--- config.mk ---
export PLATFORM = sky130hd
export DESIGN_NAME = fade_slideshow_sequencer_top
export DESIGN_NICKNAME = d
export VERILOG_FILES = /design/src/hw/rtl/fss_pkg.sv /design/src/hw/rtl/fade_slideshow_sequencer_top.sv /design/src/hw/rtl/fss_divider.sv
export SDC_FILE = /design/constraint.sdc
export NUM_CORES = 1
export LEC_CHECK = 0
export ABC_CLOCK_PERIOD_IN_PS = 6650
export BUFFER_PORTS_ARGS = -buffer_cell sky130_fd_sc_hd__buf_2
export CAP_MARGIN = 30
export CELL_PAD_IN_SITES_DETAIL_PLACEMENT = 0
export CELL_PAD_IN_SITES_GLOBAL_PLACEMENT = 2
export CORE_AREA = 2 2 350 352
export CTS_BUF_LIST = sky130_fd_sc_hd__clkbuf_8
export DETAILED_ROUTE_END_ITERATION = 8
export DIE_AREA = 0 0 352 354
export HOLD_SLACK_MARGIN = 0.08
export PLACE_DENSITY_LB_ADDON = 0.1
export SLEW_MARGIN = 20
export SYNTH_ARGS = -nofsm -noshare
export SYNTH_HDL_FRONTEND = slang
export SYNTH_HIERARCHICAL = 1
export SYNTH_SLANG_ARGS = --single-unit
export TNS_END_PERCENT = 100
--- constraint.sdc ---
create_clock -name clk -period 6.65 [get_ports clk]
set_input_delay 0.3325 -clock clk [delete_from_list [all_inputs] [get_ports clk]]
set_output_delay 0.3325 -clock clk [all_outputs]
set_load 0.05 [all_outputs]
--- src/hw/rtl/fss_pkg.sv ---
// Fade slideshow sequencer: shared types, codes and constants.
// No dependencies; imported by fss_divider, fade_slideshow_sequencer_top and tb.
package fss_pkg;

  // Pool size limit, capped at what an 8-bit title index can address
  localparam int unsigned POOL_MAX = 256;
  localparam int unsigned POOL_CAP = (POOL_MAX > 256) ? 256 : POOL_MAX;

  // Linear congruential generator
  localparam logic [31:0] LCG_MUL   = 32'd1664525;
  localparam logic [31:0] LCG_INC   = 32'd1013904223;
  localparam logic [31:0] RNG_RESET = 32'h0123_4567;

  // Register resets
  localparam logic [15:0] FADE_MS_RESET = 16'd1200;
  localparam logic [15:0] HOLD_MS_RESET = 16'd5000;

  // Hue wheel: 6 segments of 256 steps
  localparam logic [15:0] HUE_PERIOD = 16'd1536;
  localparam logic [7:0]  LEVEL_MAX  = 8'd255;

  // Divider sizes
  localparam int unsigned DIV_DIVIDEND_W = 32;
  localparam int unsigned DIV_DIVISOR_W  = 16;
  localparam int unsigned DIV_CNT_W      = $clog2(DIV_DIVIDEND_W);

  // Configuration register indexes
  localparam int unsigned CFG_INDEX_W = 2;
  typedef enum logic [CFG_INDEX_W-1:0] {
    REG_POOL_COUNT = 2'd0,
    REG_FADE_MS    = 2'd1,
    REG_HOLD_MS    = 2'd2
  } cfg_reg_t;

  // Ops carried on tuser
  localparam logic OP_START = 1'b0;
  localparam logic OP_TICK  = 1'b1;

  // Phase codes
  localparam logic [1:0] PH_FADE_IN  = 2'd0;
  localparam logic [1:0] PH_HOLD     = 2'd1;
  localparam logic [1:0] PH_FADE_OUT = 2'd2;

  // Sequencer states
  typedef enum logic [3:0] {
    ST_IDLE,
    ST_MUL,
    ST_ADD,
    ST_IDX_START,
    ST_IDX_WAIT,
    ST_FADE,
    ST_FADE_WAIT,
    ST_HUE,
    ST_DONE
  } seq_state_t;

  typedef struct packed {
    logic                      start;
    logic [DIV_DIVIDEND_W-1:0] dividend;
    logic [DIV_DIVISOR_W-1:0]  divisor;
  } div_req_t;

  typedef struct packed {
    logic                      done;
    logic [DIV_DIVIDEND_W-1:0] quotient;
    logic [DIV_DIVISOR_W-1:0]  remainder;
  } div_rsp_t;

endpackage

--- src/hw/rtl/fade_slideshow_sequencer_top.sv ---
// Fade slideshow sequencer, top level.
// Depends on fss_pkg and fss_divider.
//
// Usage: input beats on s_*: s_tuser is the op (start or tick), s_tdata the
//   32-bit millisecond time stamp. Each accepted beat yields exactly one output
//   beat on m_* holding phase, fade level, rainbow colour and current title.
//   Configuration (pool_count, fade_ms, hold_ms) goes in through cfg_wr_en,
//   cfg_index and cfg_data, one register per cycle; the user writes it only
//   while idle, which the block itself does not enforce.
// Flow: one beat at a time; s_tready is high only in idle. The work per beat
//   is the LCG multiply and add and the title modulo when a title is picked,
//   and the fade scaling when the fade level is scaled; the modulo and the
//   scaling each take a pass of the shared radix-2 divider, the hue none.
//   A new beat is taken only after the last item reached the output register.
// Reset (rst, synchronous, active high): generator seed 0x1234567, fade in
//   phase, no title, registers back to pool 0 / 1200 ms / 5000 ms.
// Stall: the result sits in an output register; the next input beat is taken
//   meanwhile, and a finished item waits in its last state until the output
//   register frees up.
module fade_slideshow_sequencer_top (
  input  logic                             clk,
  input  logic                             rst,
  // input stream
  input  logic                             s_tvalid,
  output logic                             s_tready,
  input  logic [31:0]                      s_tdata,  // [31:0] now_ms
  input  logic                             s_tuser,  // [0] op
  // output stream
  output logic                             m_tvalid,
  input  logic                             m_tready,
  // [1:0] phase_out, [9:2] fade_level, [17:10] red, [25:18] green,
  // [33:26] blue, [41:34] title_index, [42] title_valid, [43] new_title,
  // [47:44] zero
  output logic [47:0]                      m_tdata,
  // configuration write port
  input  logic                             cfg_wr_en,
  input  logic [fss_pkg::CFG_INDEX_W-1:0]  cfg_index,
  input  logic [15:0]                      cfg_data
);
  import fss_pkg::*;

  // configuration registers
  logic [8:0]  pool_count;
  logic [15:0] fade_ms;
  logic [15:0] hold_ms;

  // architectural state
  logic [31:0] rng_word;
  logic [1:0]  phase;
  logic [31:0] phase_start_ms;
  logic [31:0] enter_ms;
  logic [7:0]  cur_index;
  logic        cur_valid;

  // per-item working registers
  logic [31:0] now_r;
  logic [31:0] prod;
  logic [7:0]  fade_r;
  logic [10:0] hue_r;
  logic        picked;

  seq_state_t state, state_next;
  div_req_t   div_req;
  div_rsp_t   div_rsp;

  logic        in_beat;
  logic [8:0]  pool_eff;
  logic [31:0] tick_el;
  logic        pick_req;
  logic [31:0] fade_el;
  logic        fade_div;
  logic [23:0] fade_num;
  logic [31:0] hue_span;
  logic [8:0]  idx_raw;
  logic [8:0]  idx_inc;
  logic [7:0]  idx_sel;
  logic        out_free;
  logic [7:0]  red, green, blue;

  // residue mod 3 of a 20-bit value: base-4 digits each weigh 1 mod 3
  function automatic logic [1:0] mod3_20(input logic [19:0] v);
    logic [4:0] s;  // digit sum, at most 30
    logic [2:0] t;  // at most 7
    logic [2:0] u;  // at most 4
    s = 5'd0;
    for (int i = 0; i < 10; i++) begin
      s = s + {3'd0, v[2*i +: 2]};
    end
    t = {2'd0, s[4]} + {1'b0, s[3:2]} + {1'b0, s[1:0]};
    u = {2'd0, t[2]} + {1'b0, t[1:0]};
    return (u >= 3'd3) ? 2'(u - 3'd3) : u[1:0];
  endfunction

  assign in_beat  = s_tvalid && s_tready;
  assign out_free = !m_tvalid || m_tready;

  // oversized pools saturate to the cap
  assign pool_eff = (pool_count > 9'(POOL_CAP)) ? 9'(POOL_CAP) : pool_count;

  // tick: elapsed time against the stored phase start
  assign tick_el = s_tdata - phase_start_ms;

  always_comb begin
    if (s_tuser == OP_START) begin
      pick_req = 1'b1;
    end else begin
      pick_req = (phase != PH_FADE_IN) && (phase != PH_HOLD) &&
                 (tick_el >= {16'd0, fade_ms});
    end
  end

  // fade level inputs, from the state after the op
  assign fade_el  = now_r - phase_start_ms;
  assign fade_div = (phase != PH_HOLD) && (fade_el < {16'd0, fade_ms});
  // el * 255, el < 2^16 here
  assign fade_num = {fade_el[15:0], 8'd0} - {8'd0, fade_el[15:0]};
  assign hue_span = now_r - enter_ms;

  // title pick: remainder, then step past the current title
  assign idx_raw = {1'b0, div_rsp.remainder[7:0]};
  assign idx_inc = (idx_raw + 9'd1 == pool_eff) ? 9'd0 : idx_raw + 9'd1;
  assign idx_sel = ((pool_eff > 9'd1) && cur_valid && (idx_raw[7:0] == cur_index)) ?
                   idx_inc[7:0] : idx_raw[7:0];

  // rainbow from hue: segment in the top bits, ramp in the low byte
  always_comb begin
    case (hue_r[10:8])
      3'd0: begin
        red = LEVEL_MAX;     green = hue_r[7:0];  blue = 8'd0;
      end
      3'd1: begin
        red = ~hue_r[7:0];   green = LEVEL_MAX;   blue = 8'd0;
      end
      3'd2: begin
        red = 8'd0;          green = LEVEL_MAX;   blue = hue_r[7:0];
      end
      3'd3: begin
        red = 8'd0;          green = ~hue_r[7:0]; blue = LEVEL_MAX;
      end
      3'd4: begin
        red = hue_r[7:0];    green = 8'd0;        blue = LEVEL_MAX;
      end
      default: begin
        red = LEVEL_MAX;     green = 8'd0;        blue = ~hue_r[7:0];
      end
    endcase
  end

  fss_divider u_div (
    .clk (clk),
    .rst (rst),
    .req (div_req),
    .rsp (div_rsp)
  );

  // state register
  always_ff @(posedge clk) begin
    if (rst) begin
      state <= ST_IDLE;
    end else begin
      state <= state_next;
    end
  end

  // next state and divider requests
  always_comb begin
    state_next       = state;
    s_tready         = 1'b0;
    div_req.start    = 1'b0;
    div_req.dividend = '0;
    div_req.divisor  = '0;
    case (state)
      ST_IDLE: begin
        s_tready = 1'b1;
        if (s_tvalid) begin
          state_next = (pick_req && pool_eff != 9'd0) ? ST_MUL : ST_FADE;
        end
      end
      ST_MUL: state_next = ST_ADD;
      ST_ADD: state_next = ST_IDX_START;
      ST_IDX_START: begin
        div_req.start    = 1'b1;
        div_req.dividend = rng_word;
        div_req.divisor  = {7'd0, pool_eff};
        state_next       = ST_IDX_WAIT;
      end
      ST_IDX_WAIT: begin
        if (div_rsp.done) state_next = ST_FADE;
      end
      ST_FADE: begin
        if (fade_div) begin
          div_req.start    = 1'b1;
          div_req.dividend = {8'd0, fade_num};
          div_req.divisor  = fade_ms;
          state_next       = ST_FADE_WAIT;
        end else begin
          state_next = ST_HUE;
        end
      end
      ST_FADE_WAIT: begin
        if (div_rsp.done) state_next = ST_HUE;
      end
      ST_HUE: state_next = ST_DONE;
      ST_DONE: begin
        if (out_free) state_next = ST_IDLE;
      end
      default: state_next = ST_IDLE;
    endcase
  end

  // configuration writes
  always_ff @(posedge clk) begin
    if (rst) begin
      pool_count <= 9'd0;
      fade_ms    <= FADE_MS_RESET;
      hold_ms    <= HOLD_MS_RESET;
    end else if (cfg_wr_en) begin
      case (cfg_index)
        REG_POOL_COUNT: pool_count <= cfg_data[8:0];
        REG_FADE_MS:    fade_ms    <= cfg_data;
        REG_HOLD_MS:    hold_ms    <= cfg_data;
        default: ;
      endcase
    end
  end

  // sequencer state and title selection
  always_ff @(posedge clk) begin
    if (rst) begin
      rng_word       <= RNG_RESET;
      phase          <= PH_FADE_IN;
      phase_start_ms <= 32'd0;
      enter_ms       <= 32'd0;
      cur_index      <= 8'd0;
      cur_valid      <= 1'b0;
    end else begin
      case (state)
        ST_IDLE: begin
          if (in_beat) begin
            if (s_tuser == OP_START) begin
              enter_ms  <= s_tdata;
              rng_word  <= rng_word ^ (s_tdata | 32'd1);
              cur_valid <= 1'b0;
              cur_index <= 8'd0;
            end else if (phase == PH_FADE_IN) begin
              if (tick_el >= {16'd0, fade_ms}) begin
                phase          <= PH_HOLD;
                phase_start_ms <= s_tdata;
              end
            end else if (phase == PH_HOLD) begin
              if (tick_el >= {16'd0, hold_ms}) begin
                phase          <= PH_FADE_OUT;
                phase_start_ms <= s_tdata;
              end
            end else if (pick_req && pool_eff == 9'd0) begin
              // empty pool: title dropped, phase untouched
              cur_valid <= 1'b0;
              cur_index <= 8'd0;
            end
          end
        end
        ST_ADD: rng_word <= prod + LCG_INC;
        ST_IDX_WAIT: begin
          if (div_rsp.done) begin
            cur_index      <= idx_sel;
            cur_valid      <= 1'b1;
            phase          <= PH_FADE_IN;
            phase_start_ms <= now_r;
          end
        end
        default: ;
      endcase
    end
  end

  // per-item working registers
  always_ff @(posedge clk) begin
    case (state)
      ST_IDLE: begin
        now_r  <= s_tdata;
        picked <= 1'b0;
      end
      ST_MUL: prod <= 32'(rng_word * LCG_MUL);
      ST_IDX_WAIT: begin
        if (div_rsp.done) picked <= 1'b1;
      end
      ST_FADE: begin
        fade_r <= (phase == PH_FADE_IN || phase == PH_HOLD) ? LEVEL_MAX : 8'd0;
      end
      ST_FADE_WAIT: begin
        if (div_rsp.done) begin
          fade_r <= (phase == PH_FADE_IN) ? div_rsp.quotient[7:0] :
                    LEVEL_MAX - div_rsp.quotient[7:0];
        end
      end
      // (span / 8) mod 1536: 512-step blocks taken mod 3, low 9 bits kept
      ST_HUE: hue_r <= {mod3_20(hue_span[31:12]), hue_span[11:3]};
      default: ;
    endcase
  end

  // output register
  always_ff @(posedge clk) begin
    if (rst) begin
      m_tvalid <= 1'b0;
    end else if (state == ST_DONE && out_free) begin
      m_tvalid <= 1'b1;
    end else if (m_tready) begin
      m_tvalid <= 1'b0;
    end
  end

  always_ff @(posedge clk) begin
    if (state == ST_DONE && out_free) begin
      m_tdata <= {4'd0, picked, cur_valid, (cur_valid ? cur_index : 8'd0),
                  blue, green, red, fade_r, phase};
    end
  end

  // checks
  a_no_title_zero_index: assert property (@(posedge clk) disable iff (rst)
    !cur_valid |-> cur_index == 8'd0)
    else $error("title index not cleared without a valid title");

  a_div_done_waited: assert property (@(posedge clk) disable iff (rst)
    div_rsp.done |-> (state == ST_IDX_WAIT || state == ST_FADE_WAIT))
    else $error("divider finished while the sequencer was not waiting");

  a_phase_code: assert property (@(posedge clk) disable iff (rst)
    phase != 2'd3)
    else $error("reserved phase code reached");

  a_one_item: assert property (@(posedge clk) disable iff (rst)
    in_beat |=> !s_tready)
    else $error("input taken while an item is in progress");

  a_picked_phase: assert property (@(posedge clk) disable iff (rst)
    (state == ST_IDX_WAIT && div_rsp.done) |=> phase == PH_FADE_IN && cur_valid)
    else $error("title pick did not restart fade in");

endmodule

--- src/hw/rtl/fss_divider.sv ---
// Radix-2 restoring divider, one quotient bit per cycle, shared by the sequencer.
// Depends on fss_pkg (div_req_t, div_rsp_t, sizes).
module fss_divider (
  input  logic              clk,
  input  logic              rst,
  input  fss_pkg::div_req_t req,
  output fss_pkg::div_rsp_t rsp
);
  import fss_pkg::*;

  logic [DIV_DIVIDEND_W-1:0] quo;
  logic [DIV_DIVISOR_W-1:0]  rem;
  logic [DIV_DIVISOR_W-1:0]  divisor;
  logic [DIV_CNT_W-1:0]      cnt;
  logic                      busy;
  logic                      done;
  logic [DIV_DIVISOR_W:0]    trial;
  logic                      fits;

  assign trial = {rem, quo[DIV_DIVIDEND_W-1]};
  assign fits  = trial >= {1'b0, divisor};

  always_ff @(posedge clk) begin
    if (rst) begin
      busy <= 1'b0;
      done <= 1'b0;
      cnt  <= '0;
    end else begin
      done <= 1'b0;
      if (req.start) begin
        busy <= 1'b1;
        cnt  <= '0;
      end else if (busy) begin
        cnt <= cnt + 1'b1;
        if (cnt == DIV_CNT_W'(DIV_DIVIDEND_W - 1)) begin
          busy <= 1'b0;
          done <= 1'b1;
        end
      end
    end
  end

  // datapath
  always_ff @(posedge clk) begin
    if (req.start) begin
      quo     <= req.dividend;
      rem     <= '0;
      divisor <= req.divisor;
    end else if (busy) begin
      quo <= {quo[DIV_DIVIDEND_W-2:0], fits};
      if (fits) begin
        rem <= DIV_DIVISOR_W'(trial - {1'b0, divisor});
      end else begin
        rem <= trial[DIV_DIVISOR_W-1:0];
      end
    end
  end

  assign rsp.done      = done;
  assign rsp.quotient  = quo;
  assign rsp.remainder = rem;

endmodule

Yosys cells after proc, flatten, opt, wreduce, memory -nomap -nowiden
Cells that the tools add are included.
{"block": "totals", "ff_bits": 352, "in_bits": 56, "wordCells": 195}
{"block": "classes", "add_sub_neg": 22, "mul": 1, "n_lt_le_gt_ge": 7, "eq_ne": 32, "mux": 65, "bitwise_logic": 4, "reduce_logical": 40}
{"operator": "$mux 32", "n": 11}
{"operator": "$pmux 32 s2", "n": 2}
{"operator": "$pmux 49 s2", "n": 1}
{"operator": "$sub 32x32->32", "n": 3}
{"operator": "$mux 8", "n": 11}
{"operator": "$pmux 8 s3", "n": 3}
{"operator": "$ge 32x16->1", "n": 2}
{"operator": "$mux 49", "n": 1}
{"operator": "$pmux 4 s9", "n": 1}
{"operator": "$add 32x30->32 const B", "n": 1}
{"operator": "$lt 32x16->1", "n": 1}
{"operator": "$mul 32x21->32 const B", "n": 1}
{"operator": "$pmux 8 s2", "n": 2}
{"operator": "$xor 32x32->32", "n": 1}
{"operator": "$add 5x2->5", "n": 6}
{"operator": "$sub 24x16->24", "n": 1}
{"operator": "$ne 3x3->1 const B", "n": 6}
{"operator": "$ge 17x16->1", "n": 1}
{"operator": "$eq 4x3->1 const B", "n": 4}
{"operator": "$mux 16", "n": 1}
{"operator": "$mux 2", "n": 8}
{"operator": "$mux 4", "n": 4}
{"operator": "$sub 16x16->16", "n": 1}
{"operator": "$mux 1", "n": 15}
{"operator": "47 further kinds", "n": 83}

Depth between registers and ports, before layout
Gate-level depths: netlist of run 1.
{"block": "depth", "ltp_word": 15, "mapped_depth": 30}

By module
The synthesis of run 1 kept the hierarchy.
{"module": "fade_slideshow_sequencer_top", "instances": 1, "cells_per_inst": 3009, "area_each_um2": 26307.7}
{"module": "fss_divider", "instances": 1, "cells_per_inst": 332, "area_each_um2": 3791.1}

Worst setup path before layout of run 1
No wires, ideal clock.
{"block": "synth_timing", "kind": "register to register", "startpoint": "register now_r[1]", "endpoint": "register hue_r[10] (data pin)", "arrival_time_ns": 7.099, "t_required_ns": 6.390, "setup_slack_ns": -0.709, "stages_incl_launch_ff": 27, "period_less_slack_ns": 7.359, "cell_sequence": "edfxtp_1 ha_1 a21o_1 a21oi_1 o311ai_1 and3_1 clkbuf_1 a21boi_0 nor2b_1 o21ai_0 nand2b_1 a21oi_1 xor2_1 fa_1 fa_1 fa_1 fa_1 inv_1 fa_1 a21o_1 a21oi_1 fa_1 inv_1 fa_1 ha_1 fa_1 mux2_2"}
{"block": "synth_between", "elab_chain_cells": 15}
{"element": "from (decl)", "line_no": "fade_slideshow_sequencer_top.sv:56", "text": "logic [31:0] now_r;"}
{"element": "from (signal assigned)", "line_no": "fade_slideshow_sequencer_top.sv:280", "text": "now_r <= s_tdata;"}
{"element": "$sub 32x32->32 (*)", "line_no": "fade_slideshow_sequencer_top.sv:117", "text": "assign hue_span = now_r - enter_ms;"}
{"element": "$add 2x2->3", "line_no": "fade_slideshow_sequencer_top.sv:87", "text": "s = s + {3'd0, v[2*i +: 2]};"}
{"element": "$add 3x2->4", "line_no": "fade_slideshow_sequencer_top.sv:87"}
{"element": "$add 4x2->5", "line_no": "fade_slideshow_sequencer_top.sv:87"}
{"element": "$add 5x2->5 (5 in series)", "line_no": "fade_slideshow_sequencer_top.sv:87"}
{"element": "$add 5x2->5 (*)", "line_no": "fade_slideshow_sequencer_top.sv:87"}
{"element": "$add 1x2->3", "line_no": "fade_slideshow_sequencer_top.sv:89", "text": "t = {2'd0, s[4]} + {1'b0, s[3:2]} + {1'b0, s[1:0]};"}
{"element": "$add 3x2->3 (*)", "line_no": "fade_slideshow_sequencer_top.sv:89"}
{"element": "$add 1x2->3 (*)", "line_no": "fade_slideshow_sequencer_top.sv:90", "text": "u = {2'd0, t[2]} + {1'b0, t[1:0]};"}
{"element": "$ge 3x2->1 or $sub 2x2->2 (tied branches)", "line_no": "fade_slideshow_sequencer_top.sv:91", "text": "return (u >= 3'd3) ? 2'(u - 3'd3) : u[1:0];"}
{"element": "$mux 2 (*)", "line_no": "fade_slideshow_sequencer_top.sv:91"}
{"element": "to (signal assigned)", "line_no": "fade_slideshow_sequencer_top.sv:297", "text": "ST_HUE: hue_r <= {mod3_20(hue_span[31:12]), hue_span[11:3]};"}
{"element": "to (decl)", "line_no": "fade_slideshow_sequencer_top.sv:59", "text": "logic [10:0] hue_r;"}
Mark *: on every way between the ends. The rest lies on a longest branch, timed or not.
A chain may end at the register's enable or synchronous reset.

Final worst setup path of run 1
{"block": "layout_timing", "startpoint": "register now_r[4]", "endpoint": "register hue_r[10] (data pin)"}
The elaborated chain is that of the path after synthesis.

==> results of run 1 <==
==> stage by stage <==
stage | instance area, um^2 | instances | TNS [ns]
after floorplan | 30200 | 3344 | -0.503
after detailed placement | 33500 | 5108 | -1.56
after CTS | 35600 | 5300 | -0.825
after global placement | 33400 | 5106 | -1.39
after global routing | 35900 | 5317 | -1.13
final | 35900 | 5319 | -0.617
==> cell families after synthesis <==
family                     Yosys count  share of synthesized area [%]
AOI/OAI and AO/OA                  788                           16.6
DFF                                352                           29.3
and+or+nand+nor                    900                           13.9
muxes                               81                           3.33
buffers and inverters              539                           7.20
adders and majority gates          487                           24.0
other                                1                         0.0125
xor gates and xnor gates           193                           5.62
==> worst paths after layout <==
path,from,endpoint,slack (ns)
worst max-delay path,now_r[4],hue_r[10],-0.41
worst min-delay path,cfg_wr_en,fade_ms[13],0.09
worst max register to register,now_r[4],hue_r[10],-0.41
worst min register to register,fade_r[0],m_tdata[2],0.41
==> layer usage <==
metal	share of wire (%)	vias to the layer above	global-route usage (%)
met3	3.8	92	2.03
li1	-	12200	-
met2	46	508	29.0
met4	1.7	0	4.00
met5	0	-	0
met1	48	12200	24.1
==> worst max-delay path: stages, from the launching register on <==
cell,delay (ns)
edfxtp_1,0.43
ha_4,0.24
a21o_1,0.20
a21oi_2,0.22
o311ai_4,0.15
and3_4,0.20
a211o_1,0.30
o211a_1,0.23
o21a_1,0.18
or3_1,0.30
nand2_1,0.10
fa_1,0.44
fa_1,0.52
fa_1,0.45
fa_1,0.55
inv_1,0.07
fa_2,0.35
a21o_1,0.20
a21oi_2,0.15
fa_1,0.17
inv_1,0.05
fa_2,0.35
ha_4,0.29
fa_2,0.40
mux2_2,0.27
==> timing repair <==
item | in CTS | in global routing
gates cloned | 0 | 2
gates resized for setup | 17 | 27
buffers inserted | 2 | 10
hold buffers | 52 | 0
endpoints found under the hold margin | 116 | 0
pin swaps | 14 | 20
setup endpoints to repair | 52 | 93
==> cell type report <==
type                            instances  area (um^2)
Sequential cell                       352         8810
Timing Repair Buffer                  341         2570
Clock buffer                           89         1220
Clock inverter                         49          272
Inverter                              407         1530
Fill cell                           12800        85000
Antenna cell                            3         7.51
Tap cell                             1625         2030
Multi-Input combinational cell       2453        19500
==> cells in the final DEF, fill, tap and decap left out, types with 41 or more instances in the layout <==
| cell | n |
|---|---|
| buf_4 | 177 |
| clkbuf_8 | 89 |
| ha_1 | 326 |
| nand2_1 | 367 |
| dfxtp_1 | 173 |
| fa_1 | 148 |
| nor3_1 | 41 |
| inv_1 | 431 |
| xor2_1 | 67 |
| xnor2_1 | 125 |
| a21o_1 | 66 |
| o21ai_0 | 168 |
| nor2_1 | 200 |
| nand3_1 | 57 |
| a21oi_1 | 240 |
| edfxtp_1 | 176 |
| buf_2 | 100 |
| dlygate4sd3_1 | 52 |
==> flip-flops by register name, summed over array words and instances, names as in the netlist, 2 cells and up <==
register,flops
cur_index,8
enter_ms,32
fade_ms,16
fade_r,8
hold_ms,16
hue_r,11
m_tdata,44
now_r,32
phase,2
phase_start_ms,32
pool_count,9
prod,32
rng_word,32
state,4
u_div/cnt,5
u_div/divisor,16
u_div/quo,32
u_div/rem,16
==> flow_metrics.tcl, run 1 <==
set metrics [dict create \
    cts-root-buf "clkbuf_8" \
    cts_buffers 75 \
    hp-class "primary input to flop" \
    post_synth.cell_area_avg_um2 9.01 \
    grt_usage_pct 17.4 \
    reg2reg_depth 24 \
    die_w_um 352 \
    start_kind "flop" \
    synth_top_area_share_pct 17.6 \
    grt_pass1_vias 25900 \
    synth_flop_cell "edfxtp_1" \
    dpl.hpwl_um 85700 \
    tritoncts "built" \
    grt_first_pass_wirelength_um 166000 \
    ctsHtreeMaxLevel 3 \
    period_needed_ns 7.06 \
    finalCritPeriodShare_pct 106 \
    grt_max_degree 83 \
    synthesis.area_um2 30100 \
    yosys_warnings 6 \
    core_um2 121000 \
    end_kind "flop" \
    ys_ff_latch 352 \
    violations "setup timing" \
    synth_largest_area_cell "edfxtp_1" \
    layout-drive-gt1-share_pct 15.2 \
    clock_path_buffers 3 \
    max_freq_mhz 142 \
    yosysSeqAreaShare_pct 29.3 \
    antenna_found_initial 9 \
    worst_slew_pin_slew_ns 1.02 \
    final.setup_skew_ns 0.0518 \
    crit_arrival_ns 7.49 \
    die_y_um 354 \
    io_pins 106 \
    detail_route.first_pass.iterations 5 \
    yosys.cell_count.top_type "inv_1" \
    port-buffer-count 101 \
    path_max_fanout 3 \
    vias 25000 \
    ys_async_sr_fraction_pct 0 \
    ant_nets 0 \
    insertion_delay_ns 0.72 \
    syn_to_final_growth_pct 19.3 \
    globalRouteOverflowTotal 0 \
    min_path_cells 5 \
    grt_setup_unrepaired "yes" \
    cap_violations 0 \
    synth_area_leaders "edfxtp_1 (18%), ha_1 (14%), dfxtp_1 (12%)" \
    hold_slack_ns 0.0903 \
    clk_pin_slew_ns 0.05 \
    pre_cts_ws_ns -0.605 \
    drtIter0Drc 1365 \
    wl_per_cell_um 20.6 \
    row_count 128 \
    start_util_pct 24.9 \
    nNetsFinal 4173 \
    ys_top_cells_by_count "inv_1 (405), nand2_1 (367), ha_1 (335)" \
    worstSetupPathType "flop to flop" \
    synth_edf_count 176 \
    finalWorstSetupSlack_ns -0.411 \
    synth_cell_types 105 \
    slew_violations 0 \
    drcViolationCount 0 \
    dieArea_um2 125000 \
    place.gp.congestion 0.823 \
    hold_viol 0 \
    relSlewSlack_pct 31.5 \
    status "finished, violations left" \
    numClockSinks 352 \
    required_ns 7.08 \
    final_util_pct 29.7 \
    finalSetupViolations 2 \
    syn_inst 3341 \
    routed_wl_um 109000 \
    vias_per_cell 4.71 \
]
Power of run 1 is not shown: default switching activity piles up to over one toggle a cycle in this logic, so the estimate is an artifact.
==> run 2: changes to the inputs <==
CELL_PAD_IN_SITES_DETAIL_PLACEMENT = 1   (was 0)
==> flow_metrics.tcl, run 2 (synthesized netlist as in run 1, its figures left out) <==
set metrics [dict create \
    path_max_fanout 3 \
    hold_start "s_tuser" \
    drtIter0Drc 1153 \
    r2r_start "now_r[4]" \
    worstSetupPathType "flop to flop" \
    clock_path_buffers 3 \
    period_needed_ns 7.13 \
    final_cell_mix "inv_1 (419), nand2_1 (367), ha_1 (327), a21oi_1 (240), nor2_1 (200)" \
    cts_buffers 77 \
    drcViolationCount 0 \
    largest_register_ffs 44 \
    worstHoldEndpoint "state[2]" \
    start_kind "flop" \
    final_cells 5333 \
    fillers 13900 \
    core_um2 121000 \
    globalRouteOverflowTotal 0 \
    stdcell_area_um2 36200 \
    detail_route.first_pass.iterations 5 \
    slew_violations 0 \
    finalWorstSetupSlack_ns -0.479 \
    port-buffer-count 101 \
    cts-root-buf "clkbuf_8" \
    vias_per_cell 4.78 \
    nNetsFinal 4184 \
    grt_pass1_vias 27500 \
    start_util_pct 24.9 \
    min_path_cells 4 \
    grt_first_pass_wirelength_um 173000 \
    vias 25500 \
    dpl.hpwl_um 89400 \
    hp-class "primary input to flop" \
    finalCritPeriodShare_pct 107 \
    die_y_um 354 \
    final.setup_skew_ns 0.0607 \
    tritoncts "built" \
    max_freq_mhz 140 \
    io_pins 106 \
    placed_area_um2 33500 \
    end_kind "flop" \
    insertion_delay_ns 0.73 \
    required_ns 7.10 \
    routed_wl_um 114000 \
    status "finished, violations left" \
    ctsHtreeMaxLevel 3 \
    antenna_found_initial 8 \
    worst_slew_pin_slew_ns 0.916 \
    cap_violations 0 \
    place.gp.congestion 0.823 \
    syn_to_final_growth_pct 20.1 \
    wl_per_cell_um 21.4 \
    row_count 128 \
    relSlewSlack_pct 38.5 \
    largest-register "m_tdata" \
    die_w_um 352 \
    finalSetupViolations 2 \
    timing.rr.end "hue_r[10]" \
    numClockSinks 352 \
    layout-drive-gt1-share_pct 15.8 \
    hold_viol 0 \
    dieArea_um2 125000 \
    clk_pin_slew_ns 0.06 \
    reg2reg_depth 24 \
    grt_setup_unrepaired "yes" \
    crit_arrival_ns 7.58 \
    timing.reg2reg.setup_slack_ns -0.48 \
    placed_cells 5108 \
    grt_max_degree 83 \
    violations "setup timing" \
    ant_nets 0 \
    grt_usage_pct 18.1 \
    final_common_cell "inv_1" \
]
run 2: cell count changes in the layout (fill, tap and decap cells not counted), sizes merged:
cell	previous run	this run
inv	432	425
bufinv	2	8
buf	287	292
clkinv	18	31
diode	3	2
clkbuf	91	86
dlygate4sd3	52	55
run 2: area by class of cell:
cell class                      instances  area, um^2  area share, %
Multi-Input combinational cell       2453       19500           53.8
Sequential cell                       352        8810           24.4
Inverter                              407        1530           4.23
Timing Repair Buffer                  350        2680           7.40
Clock buffer                           83        1140           3.16
Tap cell                             1625        2030           5.62
Clock inverter                         61         504           1.39
Antenna cell                            2        5.00         0.0138
run 2: worst max-delay path, stage by stage (launching register included):
cell and delay [ns]:
edfxtp_1 0.44, ha_4 0.24, a21o_1 0.21, a21oi_2 0.22, o311ai_4 0.14, and3_4 0.20
a211o_1 0.31, o211a_1 0.23, o21a_1 0.17, or3_1 0.31, nand2_1 0.10, fa_1 0.43
fa_1 0.53, fa_1 0.43, fa_1 0.52, inv_2 0.06, fa_2 0.40, a21o_1 0.20
a21oi_2 0.17, fa_2 0.22, inv_2 0.04, fa_2 0.35, ha_4 0.29, fa_2 0.40
mux2_2 0.27
run 2: stage by stage:
stage	setup TNS [ns]	util, %	hold slack (ns)	setup slack (ns)
after floorplan	-0.503	-	0.400	-0.344
after global placement	-1.39	27.7	0.420	-0.528
after detailed placement	-3.38	27.7	0.405	-0.692
after CTS	-1.02	29.6	0.150	-0.556
after global routing	-1.48	29.9	0.262	-0.716
final	-0.875	29.9	0.254	-0.479
run 2: worst max path at each step:
stage | slack [ns] | startpoint | to | cells past startpoint
global route | -0.72 | now_r[4] | hue_r[10] | 24
global placement | -0.53 | now_r[4] | hue_r[10] | 24
floorplan | -0.34 | now_r[1] | hue_r[10] | 25
finish | -0.48 | now_r[4] | hue_r[10] | 24
detailed placement | -0.69 | now_r[4] | hue_r[10] | 25
CTS | -0.56 | now_r[4] | hue_r[10] | 24
run 2: timing repair:
action	4_1_cts	5_1_grt
gates cloned	0	3
endpoints found under the setup margin	70	98
setup buffers	4	13
endpoints found under the hold margin	116	0
pin swaps	8	19
hold buffers	55	0
gates resized for setup	25	31
run 2: layer usage:
metal / up-vias / track usage (%) / wire, um
met4: 0 / 4.31 / 2080
met3: 116 / 1.86 / 3320
met2: 368 / 30.8 / 54400
li1: 12200 / - / -
met1: 12800 / 24.6 / 54100
met5: - / 0 / 0
Power of run 2 is left out for the same reason.
==> run 3: changes to the inputs <==
CORE_AREA = 2 2 289 291   (was 2 2 350 352)
DIE_AREA = 0 0 291 293   (was 0 0 352 354)
==> flow_metrics.tcl, run 3 (synthesized netlist as in run 1, its figures left out) <==
set metrics [dict create \
    cts-root-buf "clkbuf_8" \
    clock_path_buffers 3 \
    finalWorstSetupSlack_ns -0.393 \
    dieArea_um2 85300 \
    cap_violations 0 \
    cts_buffers 71 \
    finalSetupViolations 2 \
    violations "setup timing" \
    fillers 9541 \
    final.setup_skew_ns 0.0467 \
    die_w_um 291 \
    ant_nets 0 \
    crit_arrival_ns 7.45 \
    worstSetupPathType "flop to flop" \
    required_ns 7.06 \
    hold_viol 0 \
    routed_wl_um 104000 \
    ctsHtreeMaxLevel 3 \
    io_pins 106 \
    slew_violations 0 \
    nNetsFinal 4136 \
    drcViolationCount 0 \
    multiInputGateArea_um2 19400 \
    drtIter0Drc 1292 \
    largest_register_ffs 44 \
    grt_setup_unrepaired "yes" \
    clk_pin_slew_ns 0.06 \
    max_freq_mhz 142 \
    row_count 105 \
    final_util_pct 42.6 \
    vias_per_cell 5.42 \
    largest-register "m_tdata" \
    vias 25600 \
    core_um2 81800 \
    relSlewSlack_pct 36.4 \
    end_kind "flop" \
    hp-class "primary input to flop" \
    hold_slack_ns 0.110 \
    detail_route.first_pass.iterations 7 \
    tritoncts "built" \
    register_area_um2 8810 \
    numClockSinks 352 \
    worst_slew_pin_slew_ns 0.952 \
    placed_area_um2 32500 \
    die_y_um 293 \
    layout-drive-gt1-share_pct 14.5 \
    dpl.hpwl_um 82400 \
    stdcell_area_um2 34800 \
    place.gp.congestion 0.906 \
    final_cell_mix "inv_1 (426), nand2_1 (365), ha_1 (328), a21oi_1 (240), nor2_1 (200)" \
    status "finished, violations left" \
    grt_max_degree 67 \
    port-buffer-count 101 \
    start_util_pct 36.8 \
    insertion_delay_ns 0.68 \
    start_kind "flop" \
    grt_usage_pct 24.3 \
    globalRouteOverflowTotal 0 \
    antenna_found_initial 3 \
    path_max_fanout 3 \
    final_common_cell "inv_1" \
    finalCritPeriodShare_pct 106 \
    grt_pass1_vias 27300 \
    grt_first_pass_wirelength_um 162000 \
    period_needed_ns 7.04 \
    syn_to_final_growth_pct 15.8 \
    wl_per_cell_um 22.0 \
]
## run 3: final timing paths
| check | start | endpoint | slack, ns | cells past startpoint |
|---|---|---|---|---|
| setup reg to reg | now_r[4] | hue_r[10] | -0.39 | 24 |
| hold reg to reg | fade_r[1] | m_tdata[3] | 0.42 | 0 |
| setup / recovery | now_r[4] | hue_r[10] | -0.39 | 24 |
| hold / removal | cfg_index[0] | pool_count[1] | 0.11 | 4 |
## run 3: layer usage
metal | vias up | track usage, % | part of all wire, %
met5 | - | 0 | 0
met4 | 0 | 6.81 | 2.6
met3 | 138 | 2.62 | 3.4
met2 | 479 | 41.9 | 48
met1 | 12900 | 32.3 | 46
li1 | 12100 | - | -
## run 3: area by class of cell
cell class / instances / share of cell area [%]
multi-input cells: 2453 / 55.8
flip-flops and latches: 352 / 25.3
repair buffers: 308 / 6.48
inverters: 407 / 4.38
well taps: 1070 / 3.84
clock buffers: 82 / 3.24
clock inverters: 48 / 0.962
diodes: 1 / 0.00718
## run 3: stage by stage
step	std cells	setup TNS, ns	worst slack, ns
after floorplan	3344	-0.503	-0.344
after detailed placement	4519	-1.39	-0.635
final	4721	-0.632	-0.393
after global routing	4721	-1.11	-0.592
after global placement	4518	-0.907	-0.467
after CTS	4710	-0.900	-0.509
## run 3: worst max-delay path, cell delays in order (launching register included)
cell and delay [ns]:
edfxtp_1 0.44, ha_4 0.24, a21o_1 0.18, a21oi_2 0.23
o311ai_4 0.13, and3_4 0.21, a211o_1 0.31, o211a_1 0.25
o21a_1 0.19, or3_1 0.33, nand2_2 0.09, fa_1 0.41
fa_1 0.51, fa_1 0.44, fa_1 0.52, inv_2 0.05
fa_2 0.34, a21o_1 0.18, a21oi_2 0.15, fa_2 0.21
inv_2 0.04, fa_2 0.36, ha_4 0.26, fa_2 0.44
mux2_2 0.28
## run 3: repair_timing
item | CTS | global route
pin swaps | 21 | 24
setup endpoints to repair | 5 | 89
gates resized for setup | 16 | 29
hold buffers | 48 | 0
endpoints found under the hold margin | 109 | 0
setup buffers | 13 | 6
Power of run 3 is left out for the same reason.
